### src/rtl/core/lsr_pkg.sv
// lsr_pkg: shared types and constants of the literal stream replace block
// no dependencies; imported by every module under rtl/core
`default_nettype none

package lsr_pkg;

   localparam int PATTERN_MAX = 8;
   localparam int REPLACE_MAX = 8;
   localparam int WIN_DEPTH   = 8;

   // register indexes on the csr port
   localparam logic [2:0] CSR_SEARCH_PATTERN     = 3'd0;
   localparam logic [2:0] CSR_SEARCH_LENGTH      = 3'd1;
   localparam logic [2:0] CSR_REPLACEMENT_TEXT   = 3'd2;
   localparam logic [2:0] CSR_REPLACEMENT_LENGTH = 3'd3;
   localparam logic [2:0] CSR_OUT_CAPACITY       = 3'd4;

   typedef logic [7:0] byte_type;

   // configuration, lengths already clamped to their legal range
   typedef struct packed {
      logic [63:0] pattern;
      logic [3:0]  search_len;
      logic [63:0] repl;
      logic [3:0]  repl_len;
      logic [15:0] capacity;
   } cfg_type;

   // one run of result bytes handed from the engine to the run buffer
   typedef struct packed {
      logic                         load;
      logic [WIN_DEPTH-1:0][7:0]    bytes;
      logic [3:0]                   count;
      logic                         done;
      logic                         trunc;
   } run_type;

endpackage : lsr_pkg

`default_nettype wire

### src/rtl/core/lsr_csr.sv
// lsr_csr: configuration registers with length clamping
// depends on lsr_pkg
`default_nettype none

module lsr_csr (
   input  wire logic           clock,
   input  wire logic           reset,
   input  wire logic           csr_wr_en,
   input  wire logic [2:0]     csr_index,
   input  wire logic [63:0]    csr_wr_data,
   output lsr_pkg::cfg_type    cfg,
   output logic                win_clear
);
   import lsr_pkg::*;

   cfg_type    cfg_ff, cfg_in;
   logic [3:0] len_raw;

   assign len_raw = csr_wr_data[3:0];

   always_comb begin
      cfg_in    = cfg_ff;
      win_clear = 1'b0;
      if (csr_wr_en) begin
         case (csr_index)
            CSR_SEARCH_PATTERN: begin
               cfg_in.pattern = csr_wr_data;
            end
            CSR_SEARCH_LENGTH: begin
               // zero acts as one, above max saturates
               if (len_raw == 4'd0) begin
                  cfg_in.search_len = 4'd1;
               end else if (len_raw > 4'(PATTERN_MAX)) begin
                  cfg_in.search_len = 4'(PATTERN_MAX);
               end else begin
                  cfg_in.search_len = len_raw;
               end
               win_clear = 1'b1;
            end
            CSR_REPLACEMENT_TEXT: begin
               cfg_in.repl = csr_wr_data;
            end
            CSR_REPLACEMENT_LENGTH: begin
               if (len_raw > 4'(REPLACE_MAX)) begin
                  cfg_in.repl_len = 4'(REPLACE_MAX);
               end else begin
                  cfg_in.repl_len = len_raw;
               end
            end
            CSR_OUT_CAPACITY: begin
               cfg_in.capacity = csr_wr_data[15:0];
            end
            default: begin
            end
         endcase
      end
   end

   always_ff @(posedge clock) begin
      if (reset) begin
         cfg_ff.pattern    <= '0;
         cfg_ff.search_len <= 4'd1;
         cfg_ff.repl       <= '0;
         cfg_ff.repl_len   <= 4'd0;
         cfg_ff.capacity   <= 16'd4096;
      end else begin
         cfg_ff <= cfg_in;
      end
   end

   assign cfg = cfg_ff;

endmodule : lsr_csr

`default_nettype wire

### src/rtl/core/lsr_engine.sv
// lsr_engine: input register, lookahead window, pattern compare and output limit
// depends on lsr_pkg; feeds a run of bytes to lsr_run_buffer
`default_nettype none

module lsr_engine (
   input  wire logic          clock,
   input  wire logic          reset,
   input  wire lsr_pkg::cfg_type cfg,
   input  wire logic          win_clear,
   input  wire logic          req_valid,
   output logic               req_stall,
   input  wire logic [7:0]    req_in_byte,
   input  wire logic          req_text_last,
   input  wire logic          run_free,
   output lsr_pkg::run_type   run
);
   import lsr_pkg::*;

   // input register
   logic       item_valid_ff, item_valid_in;
   logic [7:0] item_byte_ff;
   logic       item_last_ff;

   // window and per-text state
   byte_type   win_ff [WIN_DEPTH];
   byte_type   win_in [WIN_DEPTH];
   byte_type   win_ins [WIN_DEPTH];
   logic [3:0] cnt_ff, cnt_in, cnt_ins;
   logic [15:0] emitted_ff, emitted_in;
   logic       dropped_ff, dropped_in;

   logic        accept, fire, full, match, use_repl;
   logic [3:0]  n_cand, n_emit;
   logic [16:0] emitted_p1;
   logic [15:0] avail;

   assign fire      = item_valid_ff & run_free;
   assign req_stall = item_valid_ff & ~run_free;
   assign accept    = req_valid & ~req_stall;

   always_comb begin
      item_valid_in = item_valid_ff;
      if (accept) begin
         item_valid_in = 1'b1;
      end else if (fire) begin
         item_valid_in = 1'b0;
      end
   end

   // insert the new byte behind the pending ones
   always_comb begin
      for (int i = 0; i < WIN_DEPTH; i++) begin
         win_ins[i] = (4'(i) == cnt_ff) ? item_byte_ff : win_ff[i];
      end
   end

   assign cnt_ins = cnt_ff + 4'd1;
   assign full    = (cnt_ins == cfg.search_len);

   always_comb begin
      match = 1'b1;
      for (int i = 0; i < WIN_DEPTH; i++) begin
         if ((4'(i) < cfg.search_len) && (win_ins[i] != cfg.pattern[8*i +: 8])) begin
            match = 1'b0;
         end
      end
   end

   assign use_repl = full & match;

   // candidate byte count and next window
   always_comb begin
      win_in = win_ins;
      if (use_repl) begin
         n_cand = cfg.repl_len;
         cnt_in = 4'd0;
      end else if (full) begin
         n_cand = item_last_ff ? cfg.search_len : 4'd1;
         cnt_in = item_last_ff ? 4'd0 : cfg.search_len - 4'd1;
         for (int i = 0; i < WIN_DEPTH - 1; i++) begin
            win_in[i] = win_ins[i+1];
         end
      end else begin
         n_cand = item_last_ff ? cnt_ins : 4'd0;
         cnt_in = item_last_ff ? 4'd0 : cnt_ins;
      end
   end

   // room left under the capacity; accepted bytes come before any drop
   assign emitted_p1 = {1'b0, emitted_ff} + 17'd1;
   always_comb begin
      if ({1'b0, cfg.capacity} > emitted_p1) begin
         avail = cfg.capacity - emitted_ff - 16'd1;
      end else begin
         avail = 16'd0;
      end
      if (avail >= {12'd0, n_cand}) begin
         n_emit = n_cand;
      end else begin
         n_emit = avail[3:0];
      end
   end

   always_comb begin
      emitted_in = emitted_ff + {12'd0, n_emit};
      dropped_in = dropped_ff | (n_cand != n_emit);
      if (item_last_ff) begin
         emitted_in = 16'd0;
         dropped_in = 1'b0;
      end
   end

   always_comb begin
      run.load  = fire & (n_emit != 4'd0);
      run.count = n_emit;
      run.done  = item_last_ff;
      run.trunc = dropped_ff;
      for (int i = 0; i < WIN_DEPTH; i++) begin
         run.bytes[i] = use_repl ? cfg.repl[8*i +: 8] : win_ins[i];
      end
   end

   always_ff @(posedge clock) begin
      if (reset) begin
         item_valid_ff <= 1'b0;
         cnt_ff        <= 4'd0;
         emitted_ff    <= 16'd0;
         dropped_ff    <= 1'b0;
      end else begin
         item_valid_ff <= item_valid_in;
         if (win_clear) begin
            cnt_ff <= 4'd0;
         end else if (fire) begin
            cnt_ff     <= cnt_in;
            emitted_ff <= emitted_in;
            dropped_ff <= dropped_in;
         end
      end
   end

   always_ff @(posedge clock) begin
      if (accept) begin
         item_byte_ff <= req_in_byte;
         item_last_ff <= req_text_last;
      end
      if (fire) begin
         win_ff <= win_in;
      end
   end

endmodule : lsr_engine

`default_nettype wire

### src/rtl/core/lsr_run_buffer.sv
// lsr_run_buffer: holds one run of up to eight result bytes and drains it
// depends on lsr_pkg; loaded by lsr_engine
`default_nettype none

module lsr_run_buffer (
   input  wire logic            clock,
   input  wire logic            reset,
   input  wire lsr_pkg::run_type run,
   output logic                 run_free,
   output logic                 rsp_valid,
   input  wire logic            rsp_stall,
   output logic [7:0]           rsp_out_byte,
   output logic                 rsp_run_last,
   output logic                 rsp_text_done,
   output logic                 rsp_truncated
);
   import lsr_pkg::*;

   byte_type   bytes_ff [WIN_DEPTH];
   logic [3:0] rem_ff, rem_in;
   logic [2:0] idx_ff, idx_in;
   logic       done_ff, trunc_ff;
   logic       take;

   assign rsp_valid     = (rem_ff != 4'd0);
   assign take          = rsp_valid & ~rsp_stall;
   assign run_free      = (rem_ff == 4'd0) | ((rem_ff == 4'd1) & take);
   assign rsp_out_byte  = bytes_ff[idx_ff];
   assign rsp_run_last  = (rem_ff == 4'd1);
   assign rsp_text_done = rsp_run_last & done_ff;
   assign rsp_truncated = trunc_ff;

   always_comb begin
      rem_in = rem_ff;
      idx_in = idx_ff;
      if (run.load) begin
         rem_in = run.count;
         idx_in = 3'd0;
      end else if (take) begin
         rem_in = rem_ff - 4'd1;
         idx_in = idx_ff + 3'd1;
      end
   end

   always_ff @(posedge clock) begin
      if (reset) begin
         rem_ff <= 4'd0;
         idx_ff <= 3'd0;
      end else begin
         rem_ff <= rem_in;
         idx_ff <= idx_in;
      end
   end

   always_ff @(posedge clock) begin
      if (run.load) begin
         for (int i = 0; i < WIN_DEPTH; i++) begin
            bytes_ff[i] <= run.bytes[i];
         end
         done_ff  <= run.done;
         trunc_ff <= run.trunc;
      end
   end

endmodule : lsr_run_buffer

`default_nettype wire

### src/rtl/core/literal_stream_replace.sv
// literal_stream_replace: top level of the literal search-and-replace stream block
// depends on lsr_pkg, lsr_csr, lsr_engine and lsr_run_buffer
`default_nettype none

// Text bytes enter on the req channel, one item per byte, and the bytes that
// survive search-and-replace leave on the rsp channel, one item per byte. A
// lookahead window holds up to search_length pending bytes; a full window equal
// to the pattern turns into the replacement bytes, a full window that differs
// releases its oldest byte, and the byte flagged text_last flushes the window.
// At most out_capacity minus one bytes go out per text, later ones are dropped;
// truncated shows on runs loaded after a drop. An item is registered on entry
// and worked out, once the run buffer is free, into a run of zero to eight
// result bytes, which the run buffer hands out one per cycle unless rsp stalls.
// Rate: one item per cycle while items give at most one byte and rsp does not
// stall; an item giving more holds the run buffer until its last byte is taken
// and the next waits. Items giving nothing pass at one per cycle when the run
// buffer is free. Configuration must be written between texts, not enforced.

module literal_stream_replace (
   input  wire logic        clock,
   input  wire logic        reset,
   // configuration write port
   input  wire logic        csr_wr_en,
   input  wire logic [2:0]  csr_index,
   input  wire logic [63:0] csr_wr_data,
   // text byte items in
   input  wire logic        req_valid,
   output logic             req_stall,
   input  wire logic [7:0]  req_in_byte,
   input  wire logic        req_text_last,
   // result byte items out
   output logic             rsp_valid,
   input  wire logic        rsp_stall,
   output logic [7:0]       rsp_out_byte,
   output logic             rsp_run_last,
   output logic             rsp_text_done,
   output logic             rsp_truncated
);
   import lsr_pkg::*;

   cfg_type cfg;
   run_type run;
   logic    win_clear;
   logic    run_free;

   // configuration registers; a new search length empties the window
   lsr_csr u_csr (
      .clock       (clock),
      .reset       (reset),
      .csr_wr_en   (csr_wr_en),
      .csr_index   (csr_index),
      .csr_wr_data (csr_wr_data),
      .cfg         (cfg),
      .win_clear   (win_clear)
   );

   // input register, window, compare and output limit in one pass
   lsr_engine u_engine (
      .clock         (clock),
      .reset         (reset),
      .cfg           (cfg),
      .win_clear     (win_clear),
      .req_valid     (req_valid),
      .req_stall     (req_stall),
      .req_in_byte   (req_in_byte),
      .req_text_last (req_text_last),
      .run_free      (run_free),
      .run           (run)
   );

   // result register: drains each run one byte per cycle while rsp is not stalled
   lsr_run_buffer u_run_buffer (
      .clock         (clock),
      .reset         (reset),
      .run           (run),
      .run_free      (run_free),
      .rsp_valid     (rsp_valid),
      .rsp_stall     (rsp_stall),
      .rsp_out_byte  (rsp_out_byte),
      .rsp_run_last  (rsp_run_last),
      .rsp_text_done (rsp_text_done),
      .rsp_truncated (rsp_truncated)
   );

endmodule : literal_stream_replace

`default_nettype wire
### config.mk
export PLATFORM = sky130hd
export DESIGN_NAME = literal_stream_replace
export DESIGN_NICKNAME = d
export VERILOG_FILES = /design/src/rtl/core/lsr_pkg.sv /design/src/rtl/core/lsr_csr.sv /design/src/rtl/core/lsr_engine.sv /design/src/rtl/core/lsr_run_buffer.sv /design/src/rtl/core/literal_stream_replace.sv
export SDC_FILE = /design/constraint.sdc
export NUM_CORES = 1
export LEC_CHECK = 0
export BUFFER_PORTS_ARGS = -buffer_cell sky130_fd_sc_hd__buf_2
export CORE_UTILIZATION = 50
export DETAILED_ROUTE_END_ITERATION = 7
export HOLD_SLACK_MARGIN = 0.05
export PLACE_DENSITY = 0.77
export SLEW_MARGIN = 40
export SYNTH_ARGS = -nofsm -noshare
export SYNTH_HDL_FRONTEND = slang
export SYNTH_SLANG_ARGS = --single-unit
### constraint.sdc
create_clock -name clock -period 13.2 [get_ports clock]
set_input_delay 1.32 -clock clock [delete_from_list [all_inputs] [get_ports clock]]
set_output_delay 1.32 -clock clock [all_outputs]
set_load 0.01 [all_outputs]
==> out/qor.csv <==
stage,metric,value,unit
global_routing,largest net degree at the start of global routing,93,
sta,final setup TNS,0,ns
pwr,Clk pwr share,33.4,%
cells_and_area,Filler Cell Count,3015,
die,# rows,67,
synthesis,synth top area cells,"edfxtp_1, dfxtp_1, a21oi_1",
sta,post-route clock period utilization,69.8,%
clock_network,CTS Root Cell,clkbuf_16,
global_routing,vias in the first global route,14300,
clock_network,Clock Pin Slew Worst Setup and Hold Paths,0.06,ns
die,die footprint,35500,sq um
setup_path,CP endpoint kind,flip-flop,
setup_path,Reg2Reg Setup Slack,3.99,ns
sta,final hold slack,0.456,ns
pwr,Int Pwr,2.11,mW
routing,Vias,15300,
synthesis,multiplexer area fraction after synthesis,6.16,%
clock_network,cts bufs inserted,35,
pwr,Worst VDD drop,0.174,mV
synthesis,sequential area share after synthesis,45.2,%
clock_network,CTS tree,yes,
cells_and_area,layout net count,2167,
clock_network,H-tree lvl count,2,
global_routing,first-pass GRT wire length,77400,um
setup_path,worst path arrival time,9.65,ns
routing,WL per Instance,19.9,um
place,IO Port Bufs,93,
global_routing,gr ovfl total,0,
synthesis,Synth Area in Compound Gates,16.0,%
synthesis,largest family of logic cells by synthesized area,simple AND/OR/NAND/NOR gates,
clock_network,# hold bufs at CTS,0,
pwr,Gate power share,22.4,%
synthesis,"count leader, synth",nand2_1,
routing,DR DRC count,0,
setup_path,"Slowest-stage cell, CP",nor3b_4,
cells_and_area,layout cell share with drive strength beyond 1,11.1,%
setup_path,cell mode on critical path,a21oi_1,
synthesis,Post-Synth Adder-Cell Area,3.90,%
global_routing,total track usage,27.6,%
worst_hold_path,Hold/Removal Path Class,flip-flop to flip-flop,
global_routing,antenna violations before repair,1,
sta,Slew headroom,45.6,%
synthesis,Post-synth top cells,"nand2_1, a21oi_1, nor2_1, dfxtp_1, edfxtp_1",
place,GP Congestion,0.946,
cells_and_area,n_diodes,0,
clock_network,Post-CTS Setup Bufs,0,
setup_path,worst setup path category,flip-flop to flip-flop,
synthesis,Post-Synth XOR/XNOR Area,3.78,%
synthesis,Yosys cell types,75,
pwr,Reg power frac,44.2,%
clock_network,post-CTS resize count,0,
die,Die Span Y,188,um
die,Die W,188,um
routing,remaining antenna violation count after routing,0,
sta,Slew @ Worst Pin,0.809,ns
clock_network,clock sink count,323,
die,core area,33900,sq um
synthesis,ys flop type,dfxtp_1,
synthesis,"EDFF count, synth",139,
sta,Fmax,109,MHz
cells_and_area,utilization after layout,57.0,%
pwr,total power,3.06,mW
synthesis,syn avg cell area,8.68,sq um
synthesis,Post-Syn Instances,2001,
setup_path,CP top delay family,simple AND/OR/NAND/NOR gates,
sta,RSZ-0062 raised after global routing,no,
place,post-DP HPWL,34900,um
pwr,P_leak,7.27,nW
die,Initial Util,51.3,%
pwr,Switch Pwr,0.950,mW
sta,Final Skew,0.0252,ns
sta,fin crit period,9.21,ns
synthesis,synth warn,0,
synthesis,largest area contributor in the netlist,edfxtp_1,
routing,Iteration-0 DRC Markers,1537,
synthesis,top cell type's share of synthesized area,24.0,%
setup_path,CP Data Required Time,13.64,ns
synthesis,Post-Syn Nets,2135,
synthesis,Post-synth ARST share,0,%
setup_path,delay of the slowest critical-path stage,0.68,ns
routing,DR vias/cell,6.08,
die,I/O pin count,94,
sta,"Setup violations, final",0,
outcome,outcome,finished clean,
clock_network,CTS Buffer Depth,3,
clock_network,worst skew pair latency,0.53,ns
pwr,power density cells,158,nW/um^2
synthesis,Mapped Area,17400,sq um
pwr,Sw Ratio,31.1,%
sta,Final Hold Fails,0,
routing,First-pass DRT Iterations,6,
setup_path,crit path launch type,flip-flop,
job,max_cap viols,0,
setup_path,CP bufs+invs,2,
synthesis,Synth Area in Simple Gates,20.1,%
sta,Max Slew Vio Count,0,
routing,final WL,50000,um
cells_and_area,area growth from synthesis to layout,11.2,%
setup_path,CP max FO,67,
synthesis,"FF+latch count, synth",323,
-- cells by family (layout without fill, tap and decap cells) --
family                   Yosys count  after routing
XOR/XNOR                          75             75
multiplexers                      83             83
AO/OA/AOI/OAI                    478            478
flip-flops                       323            323
adder cells (fa/ha/maj)           53             53
AND/OR/NAND/NOR                  783            783
buffers and inverters            206            265
-- layout make-up --
type                       count  area [sq um]  share of cell area [%]
timing repair buffer         114           657                    3.40
clock inverter                11           151                   0.784
sequential                   323          7860                    40.7
multi-input combinational   1472          8710                    45.1
tap                          448           561                    2.90
inverter                      87           327                    1.69
clock buffer                  53          1060                    5.47
-- tightest hold or removal path, stage by stage, from the launching register on --
cell and delay (ns):
dfxtp_1 0.31, nand2_1 0.05, a21oi_1 0.05
-- path summary, 6_finish.rpt --
check                     start                      end  cells after the start
min reg2reg       u_csr.cfg[76]            u_csr.cfg[76]                      2
max          u_engine.cnt_ff[0]  u_engine.emitted_ff[11]                     31
max reg2reg  u_engine.cnt_ff[0]  u_engine.emitted_ff[11]                     31
min               u_csr.cfg[76]            u_csr.cfg[76]                      2
-- per-stage QoR --
| step | cells | instance area (sq um) | worst slack (ns) |
|---|---|---|---|
| 6_report | 2508 | 19300 | 3.99 |
| 4_1_cts | 2507 | 19300 | 4.06 |
| 5_1_grt | 2508 | 19300 | 3.39 |
| 3_3_place_gp | 2442 | 18000 | 4.38 |
| 3_5_place_dp | 2443 | 18100 | 4.12 |
| 2_1_floorplan | 2001 | 17400 | 5.60 |
-- layer usage --
layer | share of wire, % | global-route usage (%) | wire length, um
met5 | 0.026 | 0 | 13
met4 | 3.4 | 10.3 | 1690
met3 | 9.9 | 5.27 | 4930
met2 | 45 | 44.6 | 22700
met1 | 41 | 36.6 | 20700
-- state kept, by name (all words and copies together) (netlist names), named ones only --
register                    count
u_csr.cfg                     152
u_engine.emitted_ff            16
u_engine.item_last_ff           1
u_engine.win_ff                64
u_run_buffer.idx_ff             3
u_run_buffer.rem_ff             4
u_run_buffer.rsp_truncated      1
u_engine.dropped_ff             1
u_engine.cnt_ff                 4
u_engine.item_valid_ff          1
u_run_buffer.done_ff            1
u_run_buffer.bytes_ff          64
u_engine.item_byte_ff           8
-- power by group through the flow --
stage | Clock [mW] | Combinational (mW) | Sequential, mW
global route | 1.06 | 0.739 | 1.36
finish | 1.02 | 0.685 | 1.35
CTS | 1.03 | 0.672 | 1.34
global placement | 0 | 0.651 | 1.36
floorplan | 0 | 0.484 | 1.31
detailed placement | 0 | 0.666 | 1.36
-- placed cells by master, fill, tap and decap left out, types with 10 or more instances in the layout --
cell | Yosys | final
nor3_1 | 28 | 28
dfxtp_1 | 184 | 183
mux2i_1 | 53 | 53
o21a_1 | 10 | 10
or3_1 | 10 | 10
mux2_2 | 10 | 10
xor2_1 | 19 | 19
nand2_1 | 351 | 349
nand2b_1 | 21 | 21
inv_1 | 85 | 84
buf_2 | 8 | 92
xnor2_1 | 56 | 56
nor2_1 | 251 | 250
nor2b_1 | 23 | 23
nand4_1 | 17 | 17
nand3_1 | 21 | 21
ha_1 | 51 | 51
o21ai_0 | 29 | 29
edfxtp_1 | 139 | 139
mux4_2 | 16 | 16
buf_4 | 3 | 18
clkbuf_16 | 0 | 37
a21oi_1 | 270 | 270
o22ai_1 | 86 | 86
No activity file was read; power rests on OpenSTA's default activity.
